<file path="src/sv/mpcm_pkg.sv">
// Shared types, constants and the volume gain table for the PCM sample mixer.
`default_nettype none

package mpcm_pkg;

  typedef enum logic [1:0] {
    OP_START    = 2'd0,
    OP_HALT     = 2'd1,
    OP_TICK     = 2'd2,
    OP_HALT_ALL = 2'd3
  } opcode_e;

  localparam int unsigned BYTE_LANES = 4;
  localparam int unsigned BYTE_W     = 8;
  localparam int unsigned OUT_POS_W  = 16;
  localparam int unsigned SAMPLE_W   = 16;
  localparam int unsigned VOL_W      = 4;
  localparam int unsigned GAIN_W     = 8;
  // Four lanes of -128..127 give -512..508.
  localparam int unsigned SUM_W      = 10;
  localparam logic [VOL_W-1:0] VOL_MAX = 4'd8;

  localparam int unsigned Q_DEPTH = 2;
  localparam int unsigned Q_AW    = 1;

  typedef struct packed {
    logic [SUM_W-1:0]                     sum;
    logic [BYTE_LANES-1:0]                finished;
    logic [BYTE_LANES-1:0]                active;
    logic [BYTE_LANES-1:0][OUT_POS_W-1:0] next_pos;
  } tick_t;

  function automatic logic [GAIN_W-1:0] vol_gain(input logic [VOL_W-1:0] level);
    logic [GAIN_W-1:0] g;
    unique case (level)
      4'd0:    g = 8'd0;
      4'd1:    g = 8'd12;
      4'd2:    g = 8'd19;
      4'd3:    g = 8'd29;
      4'd4:    g = 8'd45;
      4'd5:    g = 8'd70;
      4'd6:    g = 8'd107;
      4'd7:    g = 8'd165;
      4'd8:    g = 8'd255;
      default: g = 8'd0;
    endcase
    return g;
  endfunction

endpackage

`default_nettype wire

</file>
<file path="src/sv/mpcm_front.sv">
// Front end: accepts command beats, keeps per-channel play state, forms the raw tick mix.
`default_nettype none

module mpcm_front #(
  parameter int unsigned CHANNEL_COUNT = 4,
  parameter int unsigned POSITION_BITS = 16
) (
  input  wire logic                clk_i,
  input  wire logic                rst_ni,
  input  wire logic                in_valid_i,
  output      logic                in_stall_o,
  input  wire logic [1:0]          opcode_i,
  input  wire logic [1:0]          channel_i,
  input  wire logic [15:0]         sample_length_i,
  input  wire logic [7:0]          byte_ch0_i,
  input  wire logic [7:0]          byte_ch1_i,
  input  wire logic [7:0]          byte_ch2_i,
  input  wire logic [7:0]          byte_ch3_i,
  input  wire logic                q_full_i,
  output      logic                push_o,
  output      mpcm_pkg::tick_t     tick_o
);

  localparam int unsigned LANES = mpcm_pkg::BYTE_LANES;

  logic                     accept;
  logic                     is_start;
  logic                     is_halt;
  logic                     is_tick;
  logic                     is_halt_all;

  logic [CHANNEL_COUNT-1:0] active_q;
  logic [CHANNEL_COUNT-1:0] active_d;
  logic [POSITION_BITS-1:0] pos_q [CHANNEL_COUNT];
  logic [POSITION_BITS-1:0] pos_d [CHANNEL_COUNT];
  logic [POSITION_BITS-1:0] len_q [CHANNEL_COUNT];

  logic [LANES-1:0]                    act_lo;
  logic [LANES-1:0]                    fin_lo;
  logic [LANES-1:0]                    act_next_lo;
  logic [LANES-1:0][mpcm_pkg::OUT_POS_W-1:0] pos_lo;
  logic [LANES-1:0][mpcm_pkg::BYTE_W-1:0]    bytes;
  logic [CHANNEL_COUNT-1:0]            finish;
  logic signed [mpcm_pkg::SUM_W-1:0]   sum;

  assign in_stall_o  = q_full_i;
  assign accept      = in_valid_i && !q_full_i;
  assign is_start    = accept && (opcode_i == mpcm_pkg::OP_START);
  assign is_halt     = accept && (opcode_i == mpcm_pkg::OP_HALT);
  assign is_tick     = accept && (opcode_i == mpcm_pkg::OP_TICK);
  assign is_halt_all = accept && (opcode_i == mpcm_pkg::OP_HALT_ALL);

  assign bytes[0] = byte_ch0_i;
  assign bytes[1] = byte_ch1_i;
  assign bytes[2] = byte_ch2_i;
  assign bytes[3] = byte_ch3_i;

  for (genvar c = 0; c < CHANNEL_COUNT; c++) begin : g_chan
    localparam logic [3:0] IDX = 4'(c);
    logic                     sel;
    logic [POSITION_BITS-1:0] pos_inc;

    // Channel numbers past the top never match, so such starts and halts drop out.
    assign sel       = ({2'b00, channel_i} == IDX);
    assign pos_inc   = pos_q[c] + POSITION_BITS'(1);
    assign finish[c] = is_tick && active_q[c] && (pos_inc >= len_q[c]);

    always_comb begin
      active_d[c] = active_q[c];
      pos_d[c]    = pos_q[c];
      if (is_start && sel) begin
        active_d[c] = 1'b1;
        pos_d[c]    = '0;
      end else if ((is_halt && sel) || is_halt_all) begin
        active_d[c] = 1'b0;
      end else if (is_tick && active_q[c]) begin
        pos_d[c]    = pos_inc;
        active_d[c] = !finish[c];
      end
    end

    always_ff @(posedge clk_i or negedge rst_ni) begin
      if (!rst_ni) begin
        active_q[c] <= 1'b0;
        pos_q[c]    <= '0;
      end else begin
        active_q[c] <= active_d[c];
        pos_q[c]    <= pos_d[c];
      end
    end

    always_ff @(posedge clk_i) begin
      if (is_start && sel) begin
        len_q[c] <= POSITION_BITS'(sample_length_i);
      end
    end
  end

  for (genvar k = 0; k < LANES; k++) begin : g_lane
    if (k < CHANNEL_COUNT) begin : g_live
      assign act_lo[k]      = active_q[k];
      assign fin_lo[k]      = finish[k];
      assign act_next_lo[k] = active_d[k];
      assign pos_lo[k]      = mpcm_pkg::OUT_POS_W'(pos_d[k]);
    end else begin : g_none
      assign act_lo[k]      = 1'b0;
      assign fin_lo[k]      = 1'b0;
      assign act_next_lo[k] = 1'b0;
      assign pos_lo[k]      = '0;
    end
  end

  // Flip bit 7 to turn offset-binary bytes into two's complement, then add the lanes of playing channels.
  always_comb begin
    sum = '0;
    for (int k = 0; k < LANES; k++) begin
      if (act_lo[k]) begin
        sum = sum + mpcm_pkg::SUM_W'($signed({~bytes[k][7], bytes[k][6:0]}));
      end
    end
  end

  assign push_o          = is_tick;
  assign tick_o.sum      = sum;
  assign tick_o.finished = fin_lo;
  assign tick_o.active   = act_next_lo;
  assign tick_o.next_pos = pos_lo;

endmodule

`default_nettype wire

</file>
<file path="src/sv/mpcm_queue.sv">
// Two-entry queue of tick beats between the front end and the scaling back end.
`default_nettype none

module mpcm_queue (
  input  wire logic            clk_i,
  input  wire logic            rst_ni,
  input  wire logic            push_i,
  input  wire mpcm_pkg::tick_t data_i,
  input  wire logic            pop_i,
  output      logic            full_o,
  output      logic            valid_o,
  output      mpcm_pkg::tick_t data_o
);

  localparam int unsigned AW = mpcm_pkg::Q_AW;
  localparam logic [AW:0] DEPTH = (AW + 1)'(mpcm_pkg::Q_DEPTH);

  mpcm_pkg::tick_t mem_q [mpcm_pkg::Q_DEPTH];
  logic [AW-1:0]   wr_ptr_q;
  logic [AW-1:0]   rd_ptr_q;
  logic [AW:0]     count_q;
  logic [AW:0]     count_d;
  logic            do_push;
  logic            do_pop;

  assign full_o  = (count_q == DEPTH);
  assign valid_o = (count_q != '0);
  assign data_o  = mem_q[rd_ptr_q];
  assign do_push = push_i && !full_o;
  assign do_pop  = pop_i && valid_o;

  always_comb begin
    count_d = count_q;
    if (do_push && !do_pop) begin
      count_d = count_q + (AW + 1)'(1);
    end else if (do_pop && !do_push) begin
      count_d = count_q - (AW + 1)'(1);
    end
  end

  always_ff @(posedge clk_i or negedge rst_ni) begin
    if (!rst_ni) begin
      wr_ptr_q <= '0;
      rd_ptr_q <= '0;
      count_q  <= '0;
    end else begin
      count_q <= count_d;
      if (do_push) begin
        wr_ptr_q <= wr_ptr_q + AW'(1);
      end
      if (do_pop) begin
        rd_ptr_q <= rd_ptr_q + AW'(1);
      end
    end
  end

  always_ff @(posedge clk_i) begin
    if (do_push) begin
      mem_q[wr_ptr_q] <= data_i;
    end
  end

endmodule

`default_nettype wire

</file>
<file path="src/sv/mpcm_back.sv">
// Back end: applies volume gain, halves toward zero, clips to 16 bits, holds the result beat.
`default_nettype none

module mpcm_back (
  input  wire logic                  clk_i,
  input  wire logic                  rst_ni,
  input  wire logic                  q_valid_i,
  input  wire mpcm_pkg::tick_t       q_data_i,
  output      logic                  q_pop_o,
  input  wire logic [3:0]            volume_i,
  output      logic                  out_valid_o,
  input  wire logic                  out_stall_i,
  output      logic signed [15:0]    mixed_sample_o,
  output      logic [3:0]            finished_mask_o,
  output      logic [3:0]            active_mask_o,
  output      logic [15:0]           next_pos_ch0_o,
  output      logic [15:0]           next_pos_ch1_o,
  output      logic [15:0]           next_pos_ch2_o,
  output      logic [15:0]           next_pos_ch3_o
);

  localparam int unsigned PW = mpcm_pkg::SUM_W + mpcm_pkg::GAIN_W + 1;
  localparam int unsigned SW = mpcm_pkg::SAMPLE_W;

  logic                 valid_q;
  logic signed [mpcm_pkg::GAIN_W:0] gain;
  logic signed [PW-1:0] prod;
  logic signed [PW-1:0] prod_adj;
  logic signed [PW-1:0] half;
  logic [SW-1:0]        clipped;
  logic                 all_zero;
  logic                 all_one;

  assign q_pop_o = q_valid_i && (!valid_q || !out_stall_i);

  assign gain     = $signed({1'b0, mpcm_pkg::vol_gain(volume_i)});
  assign prod     = $signed(q_data_i.sum) * gain;
  // Add one before the shift on negatives so the halving truncates toward zero.
  assign prod_adj = prod + $signed({{(PW-1){1'b0}}, prod[PW-1]});
  assign half     = prod_adj >>> 1;

  assign all_zero = ~|half[PW-2:SW-1];
  assign all_one  = &half[PW-2:SW-1];

  always_comb begin
    clipped = half[SW-1:0];
    if (!half[PW-1] && !all_zero) begin
      clipped = {1'b0, {(SW-1){1'b1}}};
    end else if (half[PW-1] && !all_one) begin
      clipped = {1'b1, {(SW-1){1'b0}}};
    end
  end

  always_ff @(posedge clk_i or negedge rst_ni) begin
    if (!rst_ni) begin
      valid_q <= 1'b0;
    end else if (q_pop_o) begin
      valid_q <= 1'b1;
    end else if (!out_stall_i) begin
      valid_q <= 1'b0;
    end
  end

  always_ff @(posedge clk_i) begin
    if (q_pop_o) begin
      mixed_sample_o  <= $signed(clipped);
      finished_mask_o <= q_data_i.finished;
      active_mask_o   <= q_data_i.active;
      next_pos_ch0_o  <= q_data_i.next_pos[0];
      next_pos_ch1_o  <= q_data_i.next_pos[1];
      next_pos_ch2_o  <= q_data_i.next_pos[2];
      next_pos_ch3_o  <= q_data_i.next_pos[3];
    end
  end

  assign out_valid_o = valid_q;

endmodule

`default_nettype wire

</file>
<file path="src/sv/multichannel_pcm_sample_mixer.sv">
// Four-channel PCM sample mixer with volume scaling and 16-bit clipping.
//
// Input channel (in_valid_i / in_stall_o): one command beat per accepted cycle.
//   Start arms a channel with a length and rewinds it, halt and halt-all disarm,
//   and a tick mixes the byte offered for each playing channel.
// Output channel (out_valid_o / out_stall_i): one result beat per tick; the
//   other commands produce nothing.
// Configuration: cfg_we_i writes cfg_wdata_i into the volume level; values
//   above 8 are dropped. Write it only while no tick is in flight.
// Throughput: one beat per cycle while in_stall_o is low. Channel state is updated in the cycle the
//   beat is taken, so back-to-back commands see each other's effect.
// Path: a tick is written into the queue when it is taken, then passes through the
//   gain multiplier into the output register, from which its result can be taken.
// Stalls: a stalled result holds; the two-entry queue absorbs ticks until it
//   fills, then in_stall_o rises.
// Reset: all channels idle at position zero, volume zero, both sides empty.
`default_nettype none

module multichannel_pcm_sample_mixer #(
  parameter int unsigned CHANNEL_COUNT = 4,
  parameter int unsigned POSITION_BITS = 16
) (
  input  wire logic               clk_i,
  input  wire logic               rst_ni,
  input  wire logic               cfg_we_i,
  input  wire logic [3:0]         cfg_wdata_i,
  input  wire logic               in_valid_i,
  output      logic               in_stall_o,
  input  wire logic [1:0]         opcode_i,
  input  wire logic [1:0]         channel_i,
  input  wire logic [15:0]        sample_length_i,
  input  wire logic [7:0]         byte_ch0_i,
  input  wire logic [7:0]         byte_ch1_i,
  input  wire logic [7:0]         byte_ch2_i,
  input  wire logic [7:0]         byte_ch3_i,
  output      logic               out_valid_o,
  input  wire logic               out_stall_i,
  output      logic signed [15:0] mixed_sample_o,
  output      logic [3:0]         finished_mask_o,
  output      logic [3:0]         active_mask_o,
  output      logic [15:0]        next_pos_ch0_o,
  output      logic [15:0]        next_pos_ch1_o,
  output      logic [15:0]        next_pos_ch2_o,
  output      logic [15:0]        next_pos_ch3_o
);

  logic [mpcm_pkg::VOL_W-1:0] volume_q;
  logic                       push;
  mpcm_pkg::tick_t            tick;
  logic                       q_full;
  logic                       q_valid;
  mpcm_pkg::tick_t            q_data;
  logic                       q_pop;

  always_ff @(posedge clk_i or negedge rst_ni) begin
    if (!rst_ni) begin
      volume_q <= '0;
    end else if (cfg_we_i && (cfg_wdata_i <= mpcm_pkg::VOL_MAX)) begin
      volume_q <= cfg_wdata_i;
    end
  end

  mpcm_front #(
    .CHANNEL_COUNT(CHANNEL_COUNT),
    .POSITION_BITS(POSITION_BITS)
  ) u_front (
    .clk_i          (clk_i),
    .rst_ni         (rst_ni),
    .in_valid_i     (in_valid_i),
    .in_stall_o     (in_stall_o),
    .opcode_i       (opcode_i),
    .channel_i      (channel_i),
    .sample_length_i(sample_length_i),
    .byte_ch0_i     (byte_ch0_i),
    .byte_ch1_i     (byte_ch1_i),
    .byte_ch2_i     (byte_ch2_i),
    .byte_ch3_i     (byte_ch3_i),
    .q_full_i       (q_full),
    .push_o         (push),
    .tick_o         (tick)
  );

  mpcm_queue u_queue (
    .clk_i  (clk_i),
    .rst_ni (rst_ni),
    .push_i (push),
    .data_i (tick),
    .pop_i  (q_pop),
    .full_o (q_full),
    .valid_o(q_valid),
    .data_o (q_data)
  );

  mpcm_back u_back (
    .clk_i          (clk_i),
    .rst_ni         (rst_ni),
    .q_valid_i      (q_valid),
    .q_data_i       (q_data),
    .q_pop_o        (q_pop),
    .volume_i       (volume_q),
    .out_valid_o    (out_valid_o),
    .out_stall_i    (out_stall_i),
    .mixed_sample_o (mixed_sample_o),
    .finished_mask_o(finished_mask_o),
    .active_mask_o  (active_mask_o),
    .next_pos_ch0_o (next_pos_ch0_o),
    .next_pos_ch1_o (next_pos_ch1_o),
    .next_pos_ch2_o (next_pos_ch2_o),
    .next_pos_ch3_o (next_pos_ch3_o)
  );

  // A channel that finished on a tick cannot also be reported as playing.
  a_fin_not_active: assert property (@(posedge clk_i) disable iff (!rst_ni)
    out_valid_o |-> ((finished_mask_o & active_mask_o) == 4'd0))
    else $error("finished and active masks overlap");

  // The volume register never holds a level past the table.
  a_vol_range: assert property (@(posedge clk_i) disable iff (!rst_ni)
    volume_q <= mpcm_pkg::VOL_MAX)
    else $error("volume level out of range");

  // A tick entering an empty pipeline passes through the queue and reaches the output.
  a_tick_latency: assert property (@(posedge clk_i) disable iff (!rst_ni)
    (push && !q_valid && !out_valid_o) |-> ##2 out_valid_o)
    else $error("tick result missing");

  // Non-tick commands never create a result.
  a_no_spurious: assert property (@(posedge clk_i) disable iff (!rst_ni)
    (!push && !q_valid && !out_valid_o) |=> !out_valid_o)
    else $error("result without a tick");

endmodule

`default_nettype wire

</file>
<file path="config.mk">
export PLATFORM = sky130hd
export DESIGN_NAME = multichannel_pcm_sample_mixer
export DESIGN_NICKNAME = d
export VERILOG_FILES = /design/src/sv/mpcm_pkg.sv /design/src/sv/mpcm_front.sv /design/src/sv/mpcm_queue.sv /design/src/sv/mpcm_back.sv /design/src/sv/multichannel_pcm_sample_mixer.sv
export SDC_FILE = /design/constraint.sdc
export NUM_CORES = 1
export LEC_CHECK = 0
export ABC_AREA = 1
export BUFFER_PORTS_ARGS = -buffer_cell sky130_fd_sc_hd__buf_2
export CAP_MARGIN = 20
export CORE_ASPECT_RATIO = 0.5
export CORE_UTILIZATION = 65
export DETAILED_ROUTE_END_ITERATION = 16
export HOLD_SLACK_MARGIN = 0.08
export PLACE_DENSITY = 0.84
export SLEW_MARGIN = 15
export SYNTH_ARGS = -nofsm -noshare
export SYNTH_HDL_FRONTEND = slang
export SYNTH_SLANG_ARGS = --single-unit
</file>
<file path="constraint.sdc">
create_clock -name clk_i -period 14.45 [get_ports clk_i]
set_input_delay 2.89 -clock clk_i [delete_from_list [all_inputs] [get_ports clk_i]]
set_output_delay 2.89 -clock clk_i [all_outputs]
set_load 0.02 [all_outputs]
</file>
==> flow_metrics.py <==
metrics = {
    "run_status": {
        "outcome": "completed",
    },
    "grt": {
        "grt_pass1_vias": 16100,
        "grt_overflow": 0,
        "grt_usage_pct": 28.6,
        "antenna_found_initial": 4,
        "grt_pass1_wl_um": 78800,
        "grt_max_degree": 74,
    },
    "synthesis": {
        "yosysUniqueCellTypes": 42,
        "synth-edff-count": 316,
        "ys.flop_type": "edfxtp_1",
        "ys_ff_latch": 393,
        "ys_top_cells_by_area": "edfxtp_1 (43%), nand2_1 (9.4%), dfrtp_1 (8.7%)",
        "syn_inst": 2287,
        "yosys_warnings": 0,
        "syn_area_per_cell_um2": 9.66,
        "netlist_area_um2": 22100,
        "synth_top_area_cell": "edfxtp_1",
        "async_flop_share_pct": 19.6,
        "synth.net_count": 2556,
        "synth_seq_area_share_pct": 51.7,
        "synth_top_area_share_pct": 42.9,
    },
    "critical_path": {
        "path_class": "flip-flop to flip-flop",
        "critPathMaxStageDelay_ns": 0.65,
        "cp.required_ns": 14.74,
        "cpMaxStageDelayCell": "fa_1",
        "worstPathMaxFanout": 15,
        "worstPathArrival_ns": 7.86,
        "start_kind": "flip-flop",
        "ff2ff_path_depth": 38,
        "crit_cells": 38,
        "crit_path_end_kind": "flip-flop",
        "cpLargestDelayFamily": "adder cells",
        "crit_buf_inv": 7,
    },
    "placement": {
        "placed_cells": 2849,
        "dp_hpwl_um": 35000,
        "port-buffer-count": 150,
        "gp_congestion": 0.928,
    },
    "finish": {
        "layout-drive-gt1-share_pct": 12.0,
        "layout_common_cells": "nand2_1 (552), inv_1 (390), edfxtp_1 (316)",
        "nets": 2714,
        "layout_commonest_cell": "nand2_1",
        "final_cells": 2914,
        "num-fill-cells": 2261,
        "syn2layout_area_growth_pct": 10.5,
    },
    "worst_hold_path": {
        "hold_path_depth": 2,
        "hp-class": "flip-flop to flip-flop",
    },
    "clock_network": {
        "cts_tree": "yes",
        "cts_sinks": 393,
        "hold_buffers": 0,
        "insertion_delay_ns": 0.56,
        "cts_setup_buffers": 0,
        "root_buffer": "clkbuf_16",
        "cts_resized": 0,
        "h-tree-depth": 2,
        "cts_buffers": 35,
        "path_clk_slew_ns": 0.08,
        "cts.path.max_buffers": 3,
    },
    "timing": {
        "fin_skew_ns": 0.0292,
        "max_freq_mhz": 132,
        "setup_viol": 0,
        "finalSetupTns_ns": 0,
        "finalCritPeriodShare_pct": 52.4,
        "whs_ns": 0.496,
        "drv_slew": 0,
        "slew_headroom_pct": 34.6,
        "worst_pin_slew_ns": 0.979,
        "hold_viol": 0,
        "rsz0062_at_grt": "no",
        "min_period_ns": 7.58,
    },
    "drt": {
        "ant_nets": 0,
        "wl_per_cell_um": 16.7,
        "remaining_drc_errors": 0,
        "drtIter0Drc": 1431,
        "vias": 16000,
        "finalWirelength_um": 48800,
        "vias_per_cell": 5.51,
        "firstDrtPassIters": 5,
    },
    "flow_run": {
        "cap_violations": 0,
    },
    "floorplan": {
        "die_w_um": 263,
        "row_count": 47,
        "ios": 151,
        "coreArea_um2": 33300,
        "start_util_pct": 66.4,
        "die_h_um": 132,
        "dieArea_um2": 34800,
    },
}
## path summary, 6_finish.rpt
check / endpoint / slack [ns] / from
min reg2reg: u_back.next_pos_ch0_o[4] / 0.50 / u_queue.mem_q[0][4]
max reg2reg: u_back.mixed_sample_o[4] / 6.87 / volume_q[0]
min in group asynchronous: u_front.pos_q[19] / 2.27 / rst_ni
max: u_back.mixed_sample_o[4] / 6.87 / volume_q[0]
max in group asynchronous: u_queue.rd_ptr_q / 11.07 / rst_ni
min: u_back.next_pos_ch0_o[4] / 0.50 / u_queue.mem_q[0][4]
## worst register-to-register path: cells and delay by family, from the launching register on
family | cells | cell delay, ns
simple gates | 20 | 2.42
compound gates | 4 | 0.91
flops | 1 | 0.42
buf+inv | 7 | 0.57
fa+ha+maj | 7 | 2.97
## routing by layer
metal | vias up | GRT usage [%] | share of wire [%] | routed length [um]
met1 | 7677 | 35.7 | 41 | 19800
li1 | 7730 | - | - | -
met2 | 538 | 51.1 | 51 | 24800
met4 | 0 | 9.80 | 2.5 | 1210
met5 | - | 0 | 0 | 0
met3 | 104 | 4.48 | 6.0 | 2940
## stage by stage
stage          setup WS, ns  util, %  instance area (um^2)
3_5_place_dp           6.94     70.1                 23300
2_1_floorplan          7.18        -                 22100
3_3_place_gp           7.14     70.1                 23300
4_1_cts                6.91     73.4                 24400
5_1_grt                6.23     73.4                 24400
6_report               6.87     73.4                 24400
## Yosys cell counts, types with 3 or more instances
master and number:
nand3_2 7, a31oi_1 9, clkbuf_1 28, xor2_1 51
o311ai_0 5, nand3_1 68, fa_1 69, o21ai_1 3
inv_2 12, ha_1 139, nor2_4 4, a211oi_1 11
dfrtp_1 77, nor3_1 10, o21bai_1 6, a21oi_1 110
xnor2_1 12, nand2_1 552, o21a_1 8, inv_1 392
buf_1 7, nand2_2 24, nor2_2 7, nand2_4 5
o21ai_0 105, or2_2 17, a21o_1 5, edfxtp_1 316
nor2_1 183, nand4_1 27
## state kept, by name, indices dropped and copies added, names as in the netlist, 2 cells and up
name / cells
u_queue.count_q: 2
volume_q: 4
u_back.next_pos_ch1_o: 16
u_back.next_pos_ch2_o: 16
u_back.finished_mask_o: 4
u_back.next_pos_ch3_o: 16
u_front.act_lo: 4
u_front.pos_q: 64
u_back.active_mask_o: 4
u_queue.mem_q: 164
u_back.mixed_sample_o: 16
u_back.next_pos_ch0_o: 16
u_front.len_q: 64
## cell type report
type                            count  area, um^2  area share, %
Inverter                          406        1530           6.24
Tap cell                          441         552           2.26
Sequential cell                   393       11400           46.7
Clock buffer                       41         908           3.72
Antenna cell                        3        7.51         0.0307
Multi-Input combinational cell   1449        9000           36.9
Clock inverter                     21         190          0.778
Timing Repair Buffer              160         828           3.39
## logic make-up after synthesis
family | after synthesis | synth area share [%]
adder cells (fa/ha/maj) | 208 | 14.1
AO/OA/AOI/OAI | 266 | 6.56
buffers and inverters | 445 | 7.68
flip-flops | 393 | 51.7
XOR/XNOR | 63 | 2.50
AND/OR/NAND/NOR | 912 | 17.5
Power is left out: the tool's default activity adds up to more than one toggle a clock period on the data nets, which glitch-free logic cannot reach.
